`src/rtl/core/ccgt_pkg.sv`:
```
package ccgt_pkg;

	localparam int REG_W = 17;
	localparam int OUT_W = 16;
	localparam int SUM_W = 18;
	localparam int QUO_W = 18;
	localparam int DVS_W = 17;
	localparam int DIV_CNT_W = $clog2(QUO_W + 1);
	localparam int LOG_W = 5;
	localparam int SCORE_W = 19;
	localparam int DEF_MAX_POPULATION = 65536;

	localparam logic [2:0] PH_IDLE  = 3'd0;
	localparam logic [2:0] PH_SCAN  = 3'd1;
	localparam logic [2:0] PH_LEFT  = 3'd2;
	localparam logic [2:0] PH_RIGHT = 3'd3;
	localparam logic [2:0] PH_CHECK = 3'd4;

	localparam logic [1:0] ST_QUERY   = 2'd0;
	localparam logic [1:0] ST_FOUND   = 2'd1;
	localparam logic [1:0] ST_NONE    = 2'd2;
	localparam logic [1:0] ST_IGNORED = 2'd3;

	localparam logic [0:0] CFG_POPULATION_SIZE = 1'd0;
	localparam logic [0:0] CFG_CLUSTER_MAX     = 1'd1;

	typedef struct packed {
		logic [1:0]       status;
		logic [OUT_W-1:0] pool_first;
		logic [OUT_W-1:0] pool_last;
		logic [OUT_W-1:0] cluster_first;
		logic [OUT_W-1:0] cluster_last;
	} result_t;

	// microcode fields
	localparam int UPC_W = 3;

	localparam logic [2:0] OP_NOP      = 3'd0;
	localparam logic [2:0] OP_UPDATE   = 3'd1;
	localparam logic [2:0] OP_ADV      = 3'd2;
	localparam logic [2:0] OP_EMIT     = 3'd3;
	localparam logic [2:0] OP_DIV_LOAD = 3'd4;
	localparam logic [2:0] OP_START    = 3'd5;

	localparam logic [1:0] HOLD_NONE = 2'd0;
	localparam logic [1:0] HOLD_IN   = 2'd1;
	localparam logic [1:0] HOLD_DIV  = 2'd2;
	localparam logic [1:0] HOLD_OUT  = 2'd3;

	localparam logic [2:0] C_NEVER   = 3'd0;
	localparam logic [2:0] C_ALWAYS  = 3'd1;
	localparam logic [2:0] C_START   = 3'd2;
	localparam logic [2:0] C_FIN     = 3'd3;
	localparam logic [2:0] C_NOT_FIN = 3'd4;

	localparam logic [UPC_W-1:0] S_IDLE    = 3'd0;
	localparam logic [UPC_W-1:0] S_UPDATE  = 3'd1;
	localparam logic [UPC_W-1:0] S_ADV     = 3'd2;
	localparam logic [UPC_W-1:0] S_EMIT    = 3'd3;
	localparam logic [UPC_W-1:0] S_DIV_LD  = 3'd4;
	localparam logic [UPC_W-1:0] S_DIV_RUN = 3'd5;
	localparam logic [UPC_W-1:0] S_START   = 3'd6;
	localparam logic [UPC_W-1:0] S_SPARE   = 3'd7;

	typedef struct packed {
		logic [2:0]       op;
		logic [1:0]       hold;
		logic [2:0]       cond;
		logic [UPC_W-1:0] target;
	} uword_t;

	function automatic uword_t uw_mk(input logic [2:0] op, input logic [1:0] hold,
			input logic [2:0] cond, input logic [UPC_W-1:0] target);
		uword_t w;
		w.op = op;
		w.hold = hold;
		w.cond = cond;
		w.target = target;
		return w;
	endfunction

	// jump taken when cond holds, else fall through to the next step
	function automatic uword_t ucode(input logic [UPC_W-1:0] a);
		uword_t w;
		unique case (a)
			S_IDLE:    w = uw_mk(OP_NOP,      HOLD_IN,   C_START,   S_DIV_LD);
			S_UPDATE:  w = uw_mk(OP_UPDATE,   HOLD_NONE, C_FIN,     S_EMIT);
			S_ADV:     w = uw_mk(OP_ADV,      HOLD_NONE, C_NOT_FIN, S_ADV);
			S_EMIT:    w = uw_mk(OP_EMIT,     HOLD_OUT,  C_ALWAYS,  S_IDLE);
			S_DIV_LD:  w = uw_mk(OP_DIV_LOAD, HOLD_NONE, C_NEVER,   S_IDLE);
			S_DIV_RUN: w = uw_mk(OP_NOP,      HOLD_DIV,  C_NEVER,   S_IDLE);
			S_START:   w = uw_mk(OP_START,    HOLD_NONE, C_ALWAYS,  S_ADV);
			S_SPARE:   w = uw_mk(OP_NOP,      HOLD_NONE, C_ALWAYS,  S_IDLE);
		endcase
		return w;
	endfunction

	// count of powers of two below x
	function automatic logic [LOG_W-1:0] ceil_log2(input logic [REG_W-1:0] x);
		logic [LOG_W-1:0] c;
		c = '0;
		for (int i = 0; i < REG_W; i++) begin
			if ((REG_W'(1) << i) < x) begin
				c = c + LOG_W'(1);
			end
		end
		return c;
	endfunction

	function automatic result_t res_mk(input logic [1:0] st, input logic [OUT_W-1:0] a,
			input logic [OUT_W-1:0] b, input logic [OUT_W-1:0] c, input logic [OUT_W-1:0] d);
		result_t r;
		r.status = st;
		r.pool_first = a;
		r.pool_last = b;
		r.cluster_first = c;
		r.cluster_last = d;
		return r;
	endfunction

endpackage

```
`src/rtl/core/ccgt_div.sv`:
```
module ccgt_div (
	input  logic                        clk,
	input  logic                        arst_n,
	input  logic                        load,
	input  logic [ccgt_pkg::QUO_W-1:0]  dividend,
	input  logic [ccgt_pkg::DVS_W-1:0]  divisor,
	output logic                        busy,
	output logic [ccgt_pkg::QUO_W-1:0]  quotient
);

	logic [ccgt_pkg::QUO_W-1:0]     quo_q;
	logic [ccgt_pkg::DVS_W-1:0]     rem_q;
	logic [ccgt_pkg::DVS_W-1:0]     dvs_q;
	logic [ccgt_pkg::DIV_CNT_W-1:0] cnt_q;
	logic [ccgt_pkg::DVS_W:0]       rem_sh;
	logic [ccgt_pkg::DVS_W:0]       diff;
	logic                           ge;

	assign busy = (cnt_q != '0);
	assign quotient = quo_q;

	// one restoring step: shift in the next dividend bit, subtract if it fits
	always_comb begin
		rem_sh = {rem_q, quo_q[ccgt_pkg::QUO_W-1]};
		ge = (rem_sh >= {1'b0, dvs_q});
		diff = rem_sh - {1'b0, dvs_q};
	end

	always_ff @(posedge clk or negedge arst_n) begin
		if (!arst_n) begin
			cnt_q <= '0;
		end else if (load) begin
			cnt_q <= ccgt_pkg::DIV_CNT_W'(ccgt_pkg::QUO_W);
		end else if (busy) begin
			cnt_q <= cnt_q - ccgt_pkg::DIV_CNT_W'(1);
		end
	end

	always_ff @(posedge clk) begin
		if (load) begin
			quo_q <= dividend;
			rem_q <= '0;
			dvs_q <= divisor;
		end else if (busy) begin
			quo_q <= {quo_q[ccgt_pkg::QUO_W-2:0], ge};
			rem_q <= ge ? diff[ccgt_pkg::DVS_W-1:0] : rem_sh[ccgt_pkg::DVS_W-1:0];
		end
	end

endmodule

```
`src/rtl/core/consecutive_cluster_group_tester_core.sv`:
```
// Group-testing controller that locates one contiguous run of positives among
// population_size items by asking for pooled tests over index ranges.
// Configuration: write population_size (index 0) and cluster_max (index 1) on
// the cfg channel; cfg_ready is always high. Both reset to 1.
// Input channel (in_valid / in_stall): req_type 0 starts a search, req_type 1
// returns the answer to the last query in pool_positive. Each request yields
// exactly one response on the output channel (out_valid / out_stall): the next
// range to pool, the cluster found, no positives, or ignored when idle.
// A start request runs a serial divider for ceil(N/k); an answer request
// responds through the microcode steps of the search logic.
// One request is worked at a time; the next is taken once the previous
// response sits in the output register, even while that response is stalled.
// A stalled response holds in the output register; the sequencer waits at
// its emit step until the register frees. Reset returns the controller to
// idle with no response pending.
module consecutive_cluster_group_tester_core #(
	parameter int unsigned MAX_POPULATION = ccgt_pkg::DEF_MAX_POPULATION
) (
	input  logic                         clk,
	input  logic                         arst_n,
	input  logic                         cfg_valid,
	output logic                         cfg_ready,
	input  logic [0:0]                   cfg_index,
	input  logic [ccgt_pkg::REG_W-1:0]   cfg_data,
	input  logic                         in_valid,
	output logic                         in_stall,
	input  logic                         req_type,
	input  logic                         pool_positive,
	output logic                         out_valid,
	input  logic                         out_stall,
	output logic [1:0]                   status,
	output logic [ccgt_pkg::OUT_W-1:0]   pool_first,
	output logic [ccgt_pkg::OUT_W-1:0]   pool_last,
	output logic [ccgt_pkg::OUT_W-1:0]   cluster_first,
	output logic [ccgt_pkg::OUT_W-1:0]   cluster_last
);

	localparam int unsigned REG_MAX = (2 ** ccgt_pkg::REG_W) - 1;
	localparam int unsigned NMAX = (MAX_POPULATION < REG_MAX) ? MAX_POPULATION : REG_MAX;
	localparam int IW = $clog2(NMAX);
	localparam int NW = $clog2(NMAX + 1);
	localparam int SW = ccgt_pkg::SUM_W;
	localparam logic [ccgt_pkg::REG_W-1:0] NMAX_V = ccgt_pkg::REG_W'(NMAX);

	logic [ccgt_pkg::REG_W-1:0] pop_q;
	logic [ccgt_pkg::REG_W-1:0] kmax_q;

	logic [2:0]    phase_q, phase_d;
	logic          dense_q, dense_d;
	logic [IW-1:0] lo_q, lo_d;
	logic [IW-1:0] hi_q, hi_d;
	logic [SW-1:0] bs_q, bs_d;
	logic [IW-1:0] fpb_q, fpb_d;
	logic [IW-1:0] lpb_q, lpb_d;
	logic          any_q, any_d;
	logic [IW-1:0] left_q, left_d;
	logic          pos_q;

	logic [ccgt_pkg::UPC_W-1:0] upc_q, upc_d;
	ccgt_pkg::uword_t           uw;
	logic                       held;
	logic                       jump;
	logic                       fin;
	ccgt_pkg::result_t          res_d, res_q, out_q;
	logic                       out_valid_q;
	logic                       out_free;
	logic                       emit_go;

	logic [NW-1:0]                    n_eff;
	logic [ccgt_pkg::REG_W-1:0]       k_eff;
	logic [SW-1:0]                    n18, k18;
	logic [IW-1:0]                    nm1;
	logic [IW-1:0]                    mid, mid_p1;
	logic [ccgt_pkg::QUO_W-1:0]       quo;
	logic                             div_busy;
	logic                             div_load;
	logic [ccgt_pkg::QUO_W-1:0]       dividend;
	logic [ccgt_pkg::SCORE_W-1:0]     s1, s2;

	function automatic logic [IW-1:0] blk_end(input logic [SW-1:0] s, input logic [SW-1:0] n,
			input logic [SW-1:0] k);
		logic [SW-1:0] e;
		e = s + k - SW'(1);
		return (e > n - SW'(1)) ? IW'(n - SW'(1)) : IW'(e);
	endfunction

	function automatic logic [ccgt_pkg::OUT_W-1:0] o16(input logic [IW-1:0] v);
		logic [SW-1:0] w;
		w = SW'(v);
		return w[ccgt_pkg::OUT_W-1:0];
	endfunction

	assign cfg_ready = 1'b1;

	always_ff @(posedge clk or negedge arst_n) begin
		if (!arst_n) begin
			pop_q <= ccgt_pkg::REG_W'(1);
			kmax_q <= ccgt_pkg::REG_W'(1);
		end else if (cfg_valid) begin
			unique case (cfg_index)
				ccgt_pkg::CFG_POPULATION_SIZE: pop_q <= cfg_data;
				ccgt_pkg::CFG_CLUSTER_MAX:     kmax_q <= cfg_data;
			endcase
		end
	end

	always_comb begin
		if (pop_q == '0) begin
			n_eff = NW'(1);
		end else if (pop_q > NMAX_V) begin
			n_eff = NW'(NMAX);
		end else begin
			n_eff = NW'(pop_q);
		end
		k_eff = (kmax_q == '0) ? ccgt_pkg::REG_W'(1) : kmax_q;
		n18 = SW'(n_eff);
		k18 = SW'(k_eff);
		nm1 = IW'(n_eff - NW'(1));
		mid = lo_q + ((hi_q - lo_q) >> 1);
		mid_p1 = mid + IW'(1);
		dividend = ccgt_pkg::QUO_W'(n18 + k18 - SW'(1));
		s1 = ccgt_pkg::SCORE_W'(quo)
			+ ccgt_pkg::SCORE_W'({ccgt_pkg::ceil_log2(k_eff), 1'b0});
		s2 = ccgt_pkg::SCORE_W'({ccgt_pkg::ceil_log2(ccgt_pkg::REG_W'(n_eff)), 1'b0});
	end

	ccgt_div u_div (
		.clk      (clk),
		.arst_n   (arst_n),
		.load     (div_load),
		.dividend (dividend),
		.divisor  (k_eff),
		.busy     (div_busy),
		.quotient (quo)
	);

	// datapath: one search step per cycle while the sequencer is not held, selected by the current control word
	always_comb begin
		phase_d = phase_q;
		dense_d = dense_q;
		lo_d = lo_q;
		hi_d = hi_q;
		bs_d = bs_q;
		fpb_d = fpb_q;
		lpb_d = lpb_q;
		any_d = any_q;
		left_d = left_q;
		fin = 1'b0;
		res_d = ccgt_pkg::res_mk(ccgt_pkg::ST_QUERY, '0, '0, '0, '0);
		unique case (uw.op)
			ccgt_pkg::OP_START: begin
				dense_d = (s1 <= s2);
				any_d = 1'b0;
				fpb_d = '0;
				lpb_d = '0;
				bs_d = '0;
				left_d = '0;
				lo_d = '0;
				hi_d = nm1;
				phase_d = (s1 <= s2) ? ccgt_pkg::PH_SCAN : ccgt_pkg::PH_LEFT;
			end
			ccgt_pkg::OP_UPDATE: begin
				unique case (phase_q)
					ccgt_pkg::PH_SCAN: begin
						if (pos_q) begin
							if (!any_q) begin
								fpb_d = IW'(bs_q);
							end
							any_d = 1'b1;
							lpb_d = IW'(bs_q);
						end
						bs_d = bs_q + k18;
					end
					ccgt_pkg::PH_LEFT: begin
						if (pos_q) begin
							hi_d = mid;
						end else begin
							lo_d = mid_p1;
						end
					end
					ccgt_pkg::PH_RIGHT: begin
						if (pos_q) begin
							lo_d = mid_p1;
						end else begin
							hi_d = mid;
						end
					end
					ccgt_pkg::PH_CHECK: begin
						phase_d = ccgt_pkg::PH_IDLE;
						fin = 1'b1;
						if (pos_q) begin
							res_d = ccgt_pkg::res_mk(ccgt_pkg::ST_FOUND, '0, '0,
								o16(left_q), o16(lo_q));
						end else begin
							res_d = ccgt_pkg::res_mk(ccgt_pkg::ST_NONE, '0, '0, '0, '0);
						end
					end
					default: begin
						phase_d = ccgt_pkg::PH_IDLE;
						fin = 1'b1;
						res_d = ccgt_pkg::res_mk(ccgt_pkg::ST_IGNORED, '0, '0, '0, '0);
					end
				endcase
			end
			ccgt_pkg::OP_ADV: begin
				unique case (phase_q)
					ccgt_pkg::PH_SCAN: begin
						if (bs_q < n18) begin
							fin = 1'b1;
							res_d = ccgt_pkg::res_mk(ccgt_pkg::ST_QUERY, bs_q[ccgt_pkg::OUT_W-1:0],
								o16(blk_end(bs_q, n18, k18)), '0, '0);
						end else if (!any_q) begin
							phase_d = ccgt_pkg::PH_IDLE;
							fin = 1'b1;
							res_d = ccgt_pkg::res_mk(ccgt_pkg::ST_NONE, '0, '0, '0, '0);
						end else begin
							phase_d = ccgt_pkg::PH_LEFT;
							lo_d = fpb_q;
							hi_d = blk_end(SW'(fpb_q), n18, k18);
						end
					end
					ccgt_pkg::PH_LEFT: begin
						if (lo_q < hi_q) begin
							fin = 1'b1;
							res_d = ccgt_pkg::res_mk(ccgt_pkg::ST_QUERY,
								dense_q ? o16(lo_q) : '0, o16(mid), '0, '0);
						end else begin
							left_d = lo_q;
							phase_d = ccgt_pkg::PH_RIGHT;
							if (dense_q) begin
								lo_d = lpb_q;
								hi_d = blk_end(SW'(lpb_q), n18, k18);
							end else begin
								hi_d = nm1;
							end
						end
					end
					ccgt_pkg::PH_RIGHT: begin
						if (lo_q < hi_q) begin
							fin = 1'b1;
							res_d = ccgt_pkg::res_mk(ccgt_pkg::ST_QUERY, o16(mid_p1),
								dense_q ? o16(hi_q) : o16(nm1), '0, '0);
						end else if (!dense_q && left_q == nm1) begin
							phase_d = ccgt_pkg::PH_CHECK;
							fin = 1'b1;
							res_d = ccgt_pkg::res_mk(ccgt_pkg::ST_QUERY, o16(nm1), o16(nm1),
								'0, '0);
						end else begin
							phase_d = ccgt_pkg::PH_IDLE;
							fin = 1'b1;
							res_d = ccgt_pkg::res_mk(ccgt_pkg::ST_FOUND, '0, '0,
								o16(left_q), o16(lo_q));
						end
					end
					default: begin
						phase_d = ccgt_pkg::PH_IDLE;
						fin = 1'b1;
						res_d = ccgt_pkg::res_mk(ccgt_pkg::ST_IGNORED, '0, '0, '0, '0);
					end
				endcase
			end
			default: begin
			end
		endcase
	end

	// sequencer
	always_comb begin
		uw = ccgt_pkg::ucode(upc_q);
		in_stall = (uw.hold != ccgt_pkg::HOLD_IN);
		out_free = !out_valid_q || !out_stall;
		div_load = (uw.op == ccgt_pkg::OP_DIV_LOAD);
		emit_go = (uw.op == ccgt_pkg::OP_EMIT) && out_free;
		unique case (uw.hold)
			ccgt_pkg::HOLD_NONE: held = 1'b0;
			ccgt_pkg::HOLD_IN:   held = !in_valid;
			ccgt_pkg::HOLD_DIV:  held = div_busy;
			ccgt_pkg::HOLD_OUT:  held = !out_free;
		endcase
		unique case (uw.cond)
			ccgt_pkg::C_NEVER:   jump = 1'b0;
			ccgt_pkg::C_ALWAYS:  jump = 1'b1;
			ccgt_pkg::C_START:   jump = !req_type;
			ccgt_pkg::C_FIN:     jump = fin;
			ccgt_pkg::C_NOT_FIN: jump = !fin;
			default:             jump = 1'b0;
		endcase
		if (held) begin
			upc_d = upc_q;
		end else if (jump) begin
			upc_d = uw.target;
		end else begin
			upc_d = upc_q + ccgt_pkg::UPC_W'(1);
		end
	end

	always_ff @(posedge clk or negedge arst_n) begin
		if (!arst_n) begin
			upc_q <= ccgt_pkg::S_IDLE;
			phase_q <= ccgt_pkg::PH_IDLE;
			dense_q <= 1'b0;
			lo_q <= '0;
			hi_q <= '0;
			bs_q <= '0;
			fpb_q <= '0;
			lpb_q <= '0;
			any_q <= 1'b0;
			left_q <= '0;
			out_valid_q <= 1'b0;
		end else begin
			upc_q <= upc_d;
			phase_q <= phase_d;
			dense_q <= dense_d;
			lo_q <= lo_d;
			hi_q <= hi_d;
			bs_q <= bs_d;
			fpb_q <= fpb_d;
			lpb_q <= lpb_d;
			any_q <= any_d;
			left_q <= left_d;
			if (emit_go) begin
				out_valid_q <= 1'b1;
			end else if (!out_stall) begin
				out_valid_q <= 1'b0;
			end
		end
	end

	always_ff @(posedge clk) begin
		if (in_valid && !in_stall) begin
			pos_q <= pool_positive;
		end
		// hold the finished response until the output register frees
		if (fin) begin
			res_q <= res_d;
		end
		if (emit_go) begin
			out_q <= res_q;
		end
	end

	assign out_valid = out_valid_q;
	assign status = out_q.status;
	assign pool_first = out_q.pool_first;
	assign pool_last = out_q.pool_last;
	assign cluster_first = out_q.cluster_first;
	assign cluster_last = out_q.cluster_last;

endmodule

```
`config.mk`:
```
export PLATFORM = sky130hd
export DESIGN_NAME = consecutive_cluster_group_tester_core
export DESIGN_NICKNAME = d
export VERILOG_FILES = /design/src/rtl/core/ccgt_pkg.sv /design/src/rtl/core/ccgt_div.sv /design/src/rtl/core/consecutive_cluster_group_tester_core.sv
export SDC_FILE = /design/constraint.sdc
export NUM_CORES = 1
export LEC_CHECK = 0
export BUFFER_PORTS_ARGS = -buffer_cell sky130_fd_sc_hd__buf_2
export CORE_MARGIN = 5
export CORE_UTILIZATION = 30
export DETAILED_ROUTE_END_ITERATION = 8
export SETUP_SLACK_MARGIN = 0.4
export SYNTH_ARGS = -nofsm -noshare
export SYNTH_HDL_FRONTEND = slang
export SYNTH_SLANG_ARGS = --single-unit
```
`constraint.sdc`:
```
create_clock -name clk -period 20.9 [get_ports clk]
set_input_delay 3.135 -clock clk [delete_from_list [all_inputs] [get_ports clk]]
set_output_delay 3.135 -clock clk [all_outputs]
set_load 0.05 [all_outputs]
```
; ---- Yosys cells after proc, flatten, opt, wreduce, memory -nomap -nowiden
; Memories as Yosys holds them, arrays and structs flattened.
; Cells that the tools add are included.
; Widths: inputs -> output; s select.
[word_totals]
regBits = 331
rom_bits = 88
input_bits = 25
word_cells = 296
n_memories = 1
[classes]
add_sub_neg = 49
n_lt_le_gt_ge = 42
eq_ne = 36
n_mux = 109
n_bitwise = 1
reduce_logical = 30
[memory_table]
columns = name, words, width, rd, rd_ports_with_merged_regs, write_ports, line_no
row1 = (no name shown), 8, 11, 1, 0, 0, ccgt_pkg.sv:85  ; unique case (a)
[op_table]
columns = cell, n
row1 = $mux 16, 24
row2 = $pmux 66 s2, 2
row3 = $pmux 16 s2, 7
row4 = $mux 66, 3
row5 = $pmux 66 s3, 1
row6 = $mux 5, 34
row7 = $add 5x1->5 const B, 32
row8 = $mux 65, 2
row9 = $pmux 16 s3, 2
row10 = $sub 18x1->18 const B, 4
row11 = $mux 17, 4
row12 = $mux 64, 1
row13 = $gt 18x18->1, 3
row14 = $mux 18, 3
row15 = $add 16x17->18, 2
row16 = $pmux 18 s2, 1
row17 = $logic_not 17->1, 2
row18 = $lt 1x17->1 const A, 2
row19 = $lt 10x17->1 const A, 2
row20 = $lt 11x17->1 const A, 2
row21 = $lt 12x17->1 const A, 2
row22 = $lt 13x17->1 const A, 2
row23 = $lt 14x17->1 const A, 2
row24 = $lt 15x17->1 const A, 2
row25 = other kinds (57), 126

; ---- Longest topological paths before layout
; Gate-level depths: netlist of the first run.
[logic_depth]
depth_word = 40
depth_mapped = 64
mapped_depth_nobuf = 62

; ---- Cells and area by module
; Synthesis of the first run repeated with hierarchy kept, for this count alone.
[unflattened]
hier_cells = 2908
area_unflattened_um2 = 26112.5
[by_module_without_submodules]
columns = mod, n_inst, cells_each, area_per_inst_um2, seq_area_each_um2
row1 = consecutive_cluster_group_tester_core, 1, 2586, 22786.9, 7524.7
row2 = ccgt_div, 1, 322, 3325.7, 1516.5

; ---- Worst setup path after synthesis of the first run
; No wires, ideal clock.
[synth_path]
path_type = register to register
start = reg pop_q[6] (netlist bit)
end = reg phase_q[1]
setup_ps = 126
arrival_ps = 11724
required_ps = 20774
path_slack_ps = 9050
stages_incl_launch_ff = 61
path_cell_list = dfrtp_1 > clkbuf_1 > or4_1 > nor3_1 > a31oi_1 > nor2_1 > ha_1 > a21oi_1 > or4_1 > ha_1 > xor2_1 > ha_1 > o21a_1 > a21o_1 > ha_1 > o21a_1 > ha_1 > inv_1 > (+25 left out) > ha_1 > mux2_2 > ha_1 > mux2_2 > ha_1 > mux2i_1 > ha_1 > nor2b_1 > o21a_1 > o21ai_0 > nand2b_1 > a21oi_1 > a31oi_1 > nor4_1 > o211ai_1 > nor4b_1 > nor2_1 > a221o_1
[synth_via]
elab_chain_len = 40
[synth_rtl]
columns = element, line_no
row1 = "start, declared", consecutive_cluster_group_tester_core.sv:45  ; logic [ccgt_pkg::REG_W-1:0] pop_q;
row2 = "start signal, assigned", consecutive_cluster_group_tester_core.sv:97  ; pop_q <= ccgt_pkg::REG_W'(1);
row3 = "start signal, assigned", consecutive_cluster_group_tester_core.sv:101  ; ccgt_pkg::CFG_POPULATION_SIZE: pop_q <= cfg_data;
row4 = $gt 17x17->1, consecutive_cluster_group_tester_core.sv:110  ; end else if (pop_q > NMAX_V) begin
row5 = $mux 17, consecutive_cluster_group_tester_core.sv:110
row6 = $mux 17 *, consecutive_cluster_group_tester_core.sv:108  ; if (pop_q == '0) begin
row7 = $lt 1x17->1, ccgt_pkg.sv:103  ; if ((REG_W'(1) << i) < x) begin
row8 = $mux 1, ccgt_pkg.sv:103
row9 = $add 5x1->5, ccgt_pkg.sv:104  ; c = c + LOG_W'(1);
row10 = $mux 5, ccgt_pkg.sv:103
row11 = $add 5x1->5, ccgt_pkg.sv:104
row12 = (+24 left out), n/a
row13 = $mux 5, ccgt_pkg.sv:103
row14 = $add 5x1->5, ccgt_pkg.sv:104
row15 = $mux 5, ccgt_pkg.sv:103
row16 = $add 5x1->5, ccgt_pkg.sv:104
row17 = $mux 5, ccgt_pkg.sv:103
row18 = $le 19x6->1, consecutive_cluster_group_tester_core.sv:160  ; phase_d = (s1 <= s2) ? ccgt_pkg::PH_SCAN : ccgt_pkg::PH_LEFT;
row19 = $mux 2, consecutive_cluster_group_tester_core.sv:160
row20 = $pmux 3 s3, consecutive_cluster_group_tester_core.sv:150  ; unique case (uw.op)
row21 = "end signal, assigned", consecutive_cluster_group_tester_core.sv:300  ; phase_q <= ccgt_pkg::PH_IDLE;
row22 = "end signal, assigned", consecutive_cluster_group_tester_core.sv:312  ; phase_q <= phase_d;
row23 = "end, declared", consecutive_cluster_group_tester_core.sv:48  ; logic [2:0] phase_q, phase_d;
; Mark *: on every way between the ends. The rest lies on a longest branch, timed or not.
; A chain may end at the register's enable or synchronous reset.

; ---- Worst setup path after layout of the first run
[layout_path]
start = reg pop_q[6] (netlist bit)
end = reg phase_q[0]
; Same word-level chain as after synthesis.

==> results.md, run 1 <==
- Hold WC Path Type: reg -> reg
- RSZ-0062 raised after global routing: no
- Row count: 108
- Final Max Tran Viols: 0
- Core area: 86900 sq um
- Post-CTS Resized: 0
- CP peak stage delay: about 780 ps
- Critical path arrival: approximately 14000 ps
- Outcome: finished clean
- Drt wl/cell: 19.9 microns
- Critical path startpoint category: flop
- Commonest cells post-synth: inv_1 (293), nand2_1 (284), ha_1 (281)
- Root buffer cell: clkbuf_16
- Post-DRT Antenna Nets: 0
- Synth-to-Final Area Change: 11.5%
- Initial core utilization: 0.302
- DR iter-0 viols: 2218
- CP max-delay cell: nor4b_1
- Final nets: 3334
- CTS Hold Buffers Added: 0
- WS Path Type: reg -> reg
- IO Count: 94
- Final worst-path cycle share: 0.669
- Remaining global-route overflow: 0
- First-pass detailed-route iteration total: 7
- Remaining DRCs: 0
- DR vias: 22193
- Maxcap violations: 0
- Routability congestion estimate: a little under 1
- CTS clock-pin slew for the worst setup and hold paths: 70 ps
- Post-synthesis async set-or-reset flop share: 0.441
- Min cycle time layout: between 10000 and 15000 ps
- Hold Fails Final Rpt: 0
- Number of CTS-inserted buffers: 38
- Mean Syn Cell Area: 8.83 sq um
- Count leader, synth: inv_1
- Largest net degree at the start of global routing: 82
- Worst Skew: around 48 ps
- Post-Synthesis Cells: between 2000 and 3000
- Share of cells above drive strength 1: 0.0990
- Fmax: 0.0715 GHz
- Setup violators final: 0
- Sink Count: approximately 330
- Leading area contributor after synthesis: edfxtp_1
- Worst Path Required: 21350 ps
- DIE HEIGHT: between 300 and 400 microns
- Synth top area share: 0.192
- Crit-path most repeated cell: ha_1
- Seq/Total Area, Yosys: 0.344
- Die X: 306 microns
- Synth top area cells: edfxtp_1 (19%), dfrtp_1 (14%), ha_1 (13%), o21ai_0 (4.5%), xnor2_1 (4.2%)
- Final setup TNS: 0 ps
- First-pass GRT wire length: 128000 microns
- Post-synth EDFFs: roughly 170
- Worst-Skew Late Latency: 590 ps
- Crit-path max FO: 11
- Dpl hpwl: around 65000 microns
- CTS tree: built
- Synthesized area: 26300 sq um
- Ys Warns: 0
- Worst Tran Pin Value: around 1200 ps
- Seq cells post-synth: 331
- Die Area: 93600 sq um
- Post-Route WL: about 84000 microns
- H-tree levels: 2
- CTS Buffer Depth: 3
- Crit end category: flop
- Number of filler cells placed in the layout: 8978
- Initial antenna violation count: 7
- Top_reg_cell synth: edfxtp_1
- Postcts setup bufs: 0
- Gr usage total: 0.173
- Buffers on Ports: 92
- DR vias/cell: approximately 5.3
- Max-slew headroom: 0.195
- Post-synth cell types: 97
- Vias in the first global route: 21257
[through the flow]
stage	cell area, sq um	hold slack [ps]	utilization	setup WS [ps]	instances
4_1_cts	29300	409	0.337	7010	4205
3_3_place_gp	28000	402	0.323	7290	4135
6_report	29300	418	0.337	6910	4208
3_5_place_dp	28000	405	0.323	7090	4135
5_1_grt	29300	425	0.337	5990	4205
2_1_floorplan	26300	400	-	9050	2977
[layout by cell type (no fill, tap or decap), drive strengths merged, types with 126 or more instances in the layout]
master	instances
nand2	284
xnor2	134
buf	126
dfrtp	144
a21oi	190
inv	300
ha	281
nor2	198
o21ai	244
edfxtp	168
[layer usage]
metal,up-vias,part of all wire,GRT usage
met4,4,0.037,0.0639
li1,10744,-,-
met3,141,0.075,0.0358
met1,10526,0.45,0.238
met2,778,0.44,0.269
met5,-,0.00030,0
[registers in the layout, summed over array words and instances, names as in the netlist, 2 cells and up]
register / count
kmax_q: 17
phase_q: 3
pool_first: 16
hi_q: 16
u_div.cnt_q: 5
status: 2
left_q: 16
lo_q: 16
u_div.dvs_q: 17
pool_last: 16
fpb_q: 16
upc_q: 3
u_div.rem_q: 17
u_div.quotient: 18
cluster_last: 16
lpb_q: 16
pop_q: 17
res_q: 66
cluster_first: 16
bs_q: 18
[area by class of cell]
class / instances / area, sq um / share of cell area
Multi-Input combinational cell: 2225 / 15700 / 0.536
Sequential cell: 331 / 9040 / 0.309
Tap cell: 1155 / 1450 / 0.0493
Inverter: 298 / 1120 / 0.0382
Clock buffer: 46 / 1030 / 0.0352
Timing Repair Buffer: 126 / 722 / 0.0246
Clock inverter: 24 / 218 / 0.00743
Antenna cell: 3 / 7.51 / 0.000256
[critical path, delay by kind of cell (launching register included)]
family,cells,cell delay (ps)
AOI/OAI and AO/OA,19,3290
xor gates and xnor gates,2,480
adders and majority gates,16,4560
buffers and inverters,5,580
DFF,1,530
muxes,4,970
and+or+nand+nor,14,3460
[worst paths after layout]
check / start / endpoint / slack (ps) / cells past startpoint
setup / recovery: pop_q[6] / phase_q[0] / 6910 / 60
hold / removal: res_q[61] / pool_first[13] / 420 / 0
setup reg to reg: pop_q[6] / phase_q[0] / 6910 / 60
hold reg to reg: res_q[61] / pool_first[13] / 420 / 0
max in group asynchronous: arst_n / left_q[0] / 16740 / 2
min in group asynchronous: arst_n / bs_q[10] / 2650 / 1
[cell families after synthesis]
family / Yosys count / share of synthesized area
AOI/OAI and AO/OA: 784 / 0.189
DFF: 331 / 0.344
and+or+nand+nor: 875 / 0.163
adders and majority gates: 292 / 0.141
muxes: 78 / 0.0321
buffers and inverters: 421 / 0.0606
xor gates and xnor gates: 192 / 0.0692
other: 1 / 0.000143
Power of run 1 is left out: the tool's default activity adds up to more than one toggle a clock period on the data nets, which glitch-free logic cannot reach.
==> run 2, diff against run 1 <==
Clock period 20.9 ns to 13.7 ns, I/O delays scaled along.
==> run 2 against run 1 <==
Compared with the run above:
- worst hold slack worse by 5.3 ps
- clock-buffer cell count up 8
- critical endpoint is now phase_q[1]
- highest routed layer unchanged
- final cell count up 0.33%
- via count up 0.99%
==> results.md, run 2 (synthesized netlist as in run 1, its figures left out) <==
- Worst r2r path cells: 60 (unchanged)
- Number of CTS-inserted buffers: 39 (+2.6%)
- Die X: 306 microns (unchanged)
- DR vias: 22412 (+0.99%)
- Setup violators final: 0 (unchanged)
- Setup slack, reg-to-reg: 1110 ps (-5800 ps)
- CTS Buffer Depth: 3 (unchanged)
- CTS clock-pin slew for the worst setup and hold paths: 60 ps (about the same)
- FF-to-FF Start: pop_q[6]
- CTS tree: built
- RR Endpoint: phase_q[1]
- Gr usage total: 0.172 (-0.00132)
- First-pass GRT wire length: 127000 microns (-0.72%)
- CP peak stage delay: 580 ps (-200 ps)
- Final setup TNS: 0 ps (unchanged)
- WS Path Type: reg -> reg
- Max reg flops: 66 (unchanged)
- Critical path startpoint category: flop
- Final Max Tran Viols: 0 (unchanged)
- Initial core utilization: 0.302 (unchanged)
- Number of filler cells placed in the layout: 8887 (-1.0%)
- Worst Path Required: 14140 ps (-7210 ps)
- Met2 Use GR: 0.266 (-0.00307)
- Most Crowded Layer GR: met2
- Worst Setup SP: pop_q[6]
- Crit-path max FO: 7 (-4)
- Most frequent cells in the layout: inv_1 (293), nand2_1 (284), ha_1 (279)
- Dpl hpwl: 65100 microns (-0.46%)
- Die Area: 93600 sq um (unchanged)
- Worst setup path endpoint: phase_q[1]
- First-pass detailed-route iteration total: 8 (+1)
- Initial antenna violation count: 7 (unchanged)
- Hold WC Path Type: reg -> reg
- Core area: 86900 sq um (unchanged)
- RSZ-0062 raised after global routing: no
- Crit-path most repeated cell: ha_1
- Outcome: finished clean
- Row count: 108 (unchanged)
- Largest net degree at the start of global routing: 85 (+3.7%)
- CP max-delay cell: or4_4
- Share of cells above drive strength 1: 0.110 (+0.0109)
- Drt wl/cell: 19.9 microns (-0.23%)
- Global routing usage on met3: 0.0304 (-0.00538)
- Max-slew headroom: 0.192 (-0.00299)
- Root buffer cell: clkbuf_16
- Largest register by flop count: res_q
- Maxcap violations: 0 (unchanged)
- Worst Tran Pin Value: 1180 ps (-25.4 ps)
- Grt met1 use: 0.240 (+0.00166)
- Kind of cell adding the most delay to the critical path: adder cells
- DR iter-0 viols: 1938 (-13%)
- Routability congestion estimate: 0.971 (+0.81%)
- Sink Count: 331 (unchanged)
- DIE HEIGHT: 306 microns (unchanged)
- Post-Route WL: 83800 microns (+0.11%)
- Remaining global-route overflow: 0 (unchanged)
- Hold Fails Final Rpt: 0 (unchanged)
- Fmax: 0.0794 GHz (+11%)
- Synth-to-Final Area Change: 12.6%
- Vias in the first global route: 21107 (-0.71%)
- Worst-Skew Late Latency: 580 ps (about the same)
- Buffers on Ports: 92 (unchanged)
- Worst Skew: 24.3 ps (-23.5 ps)
- Post-DRT Antenna Nets: 0 (unchanged)
- H-tree levels: 2 (unchanged)
- Crit path buf inv count: 5 (unchanged)
- DR vias/cell: 5.31 (+0.65%)
- Crit. path cell count: 60 (unchanged)
- Critical path arrival: 13030 ps (-1400 ps)
- Final nets: 3349 (+0.45%)
- Most common cell after layout, fill and taps aside: inv_1
- Final worst-path cycle share: 0.919 (+0.250)
- Min cycle time layout: 12590 ps (-1400 ps)
- Remaining DRCs: 0 (unchanged)
- IO Count: 94 (unchanged)
- Crit end category: flop
-- run 2: changes by cell type in the layout (fill, tap and decap cells not counted), sizes merged, moves of 2 or more --
cell    previous run  this run
clkinv            17         8
buf              126       140
bufinv             1         4
clkbuf            46        54
inv              300       298
-- run 2: timing repair --
item,CTS,global route
buffers inserted,0,8
endpoints found under the setup margin,3,3
resized for setup,3,24
pin swaps,0,7
hold buffers,0,0
-- run 2: worst min-delay path by stage --
stage,start,slack (ps),end,cells past startpoint
after floorplan,res_q[16],400,cluster_first[0],0
after global placement,res_q[11],400,cluster_last[11],0
after detailed placement,res_q[30],400,cluster_first[14],0
after CTS,res_q[49],410,pool_first[1],0
after global routing,res_q[65],420,status[1],0
final,res_q[49],410,pool_first[1],0
-- run 2: layout make-up --
cell class	instances	area, sq um	share of cell area
sequential	331	9050	0.306
clock buffer	54	1070	0.0362
tap	1155	1450	0.0488
antenna	2	5.00	0.000169
multi-input combinational	2225	15800	0.535
timing repair buffer	140	827	0.0280
clock inverter	17	235	0.00795
inverter	298	1120	0.0378
-- run 2: through the flow --
stage | setup slack, ps | std cells | util | instance area [sq um] | hold WS, ps
detailed placement | 177 | 4141 | 0.323 | 28100 | 405
global placement | 467 | 4141 | 0.323 | 28100 | 403
CTS | 404 | 4212 | 0.339 | 29400 | 414
floorplan | 1850 | 2977 | - | 26300 | 400
global route | 390 | 4220 | 0.340 | 29600 | 419
finish | 1110 | 4222 | 0.341 | 29600 | 413
-- run 2: worst reg2reg max path: cells and delay by family (launching register included) --
family,cells,cell delay [ps]
DFF,1,450
and+or+nand+nor,14,2780
buffers and inverters,5,480
xor gates and xnor gates,1,200
AOI/OAI and AO/OA,20,3070
adders and majority gates,16,4530
muxes,4,930
-- run 2: layer usage --
metal / vias to the layer above / share of wire
met4: 2 / 0.040
li1: 10765 / -
met5: - / 0.00024
met3: 156 / 0.076
met1: 10657 / 0.45
met2: 832 / 0.44
Power of run 2 is left out for the same reason.
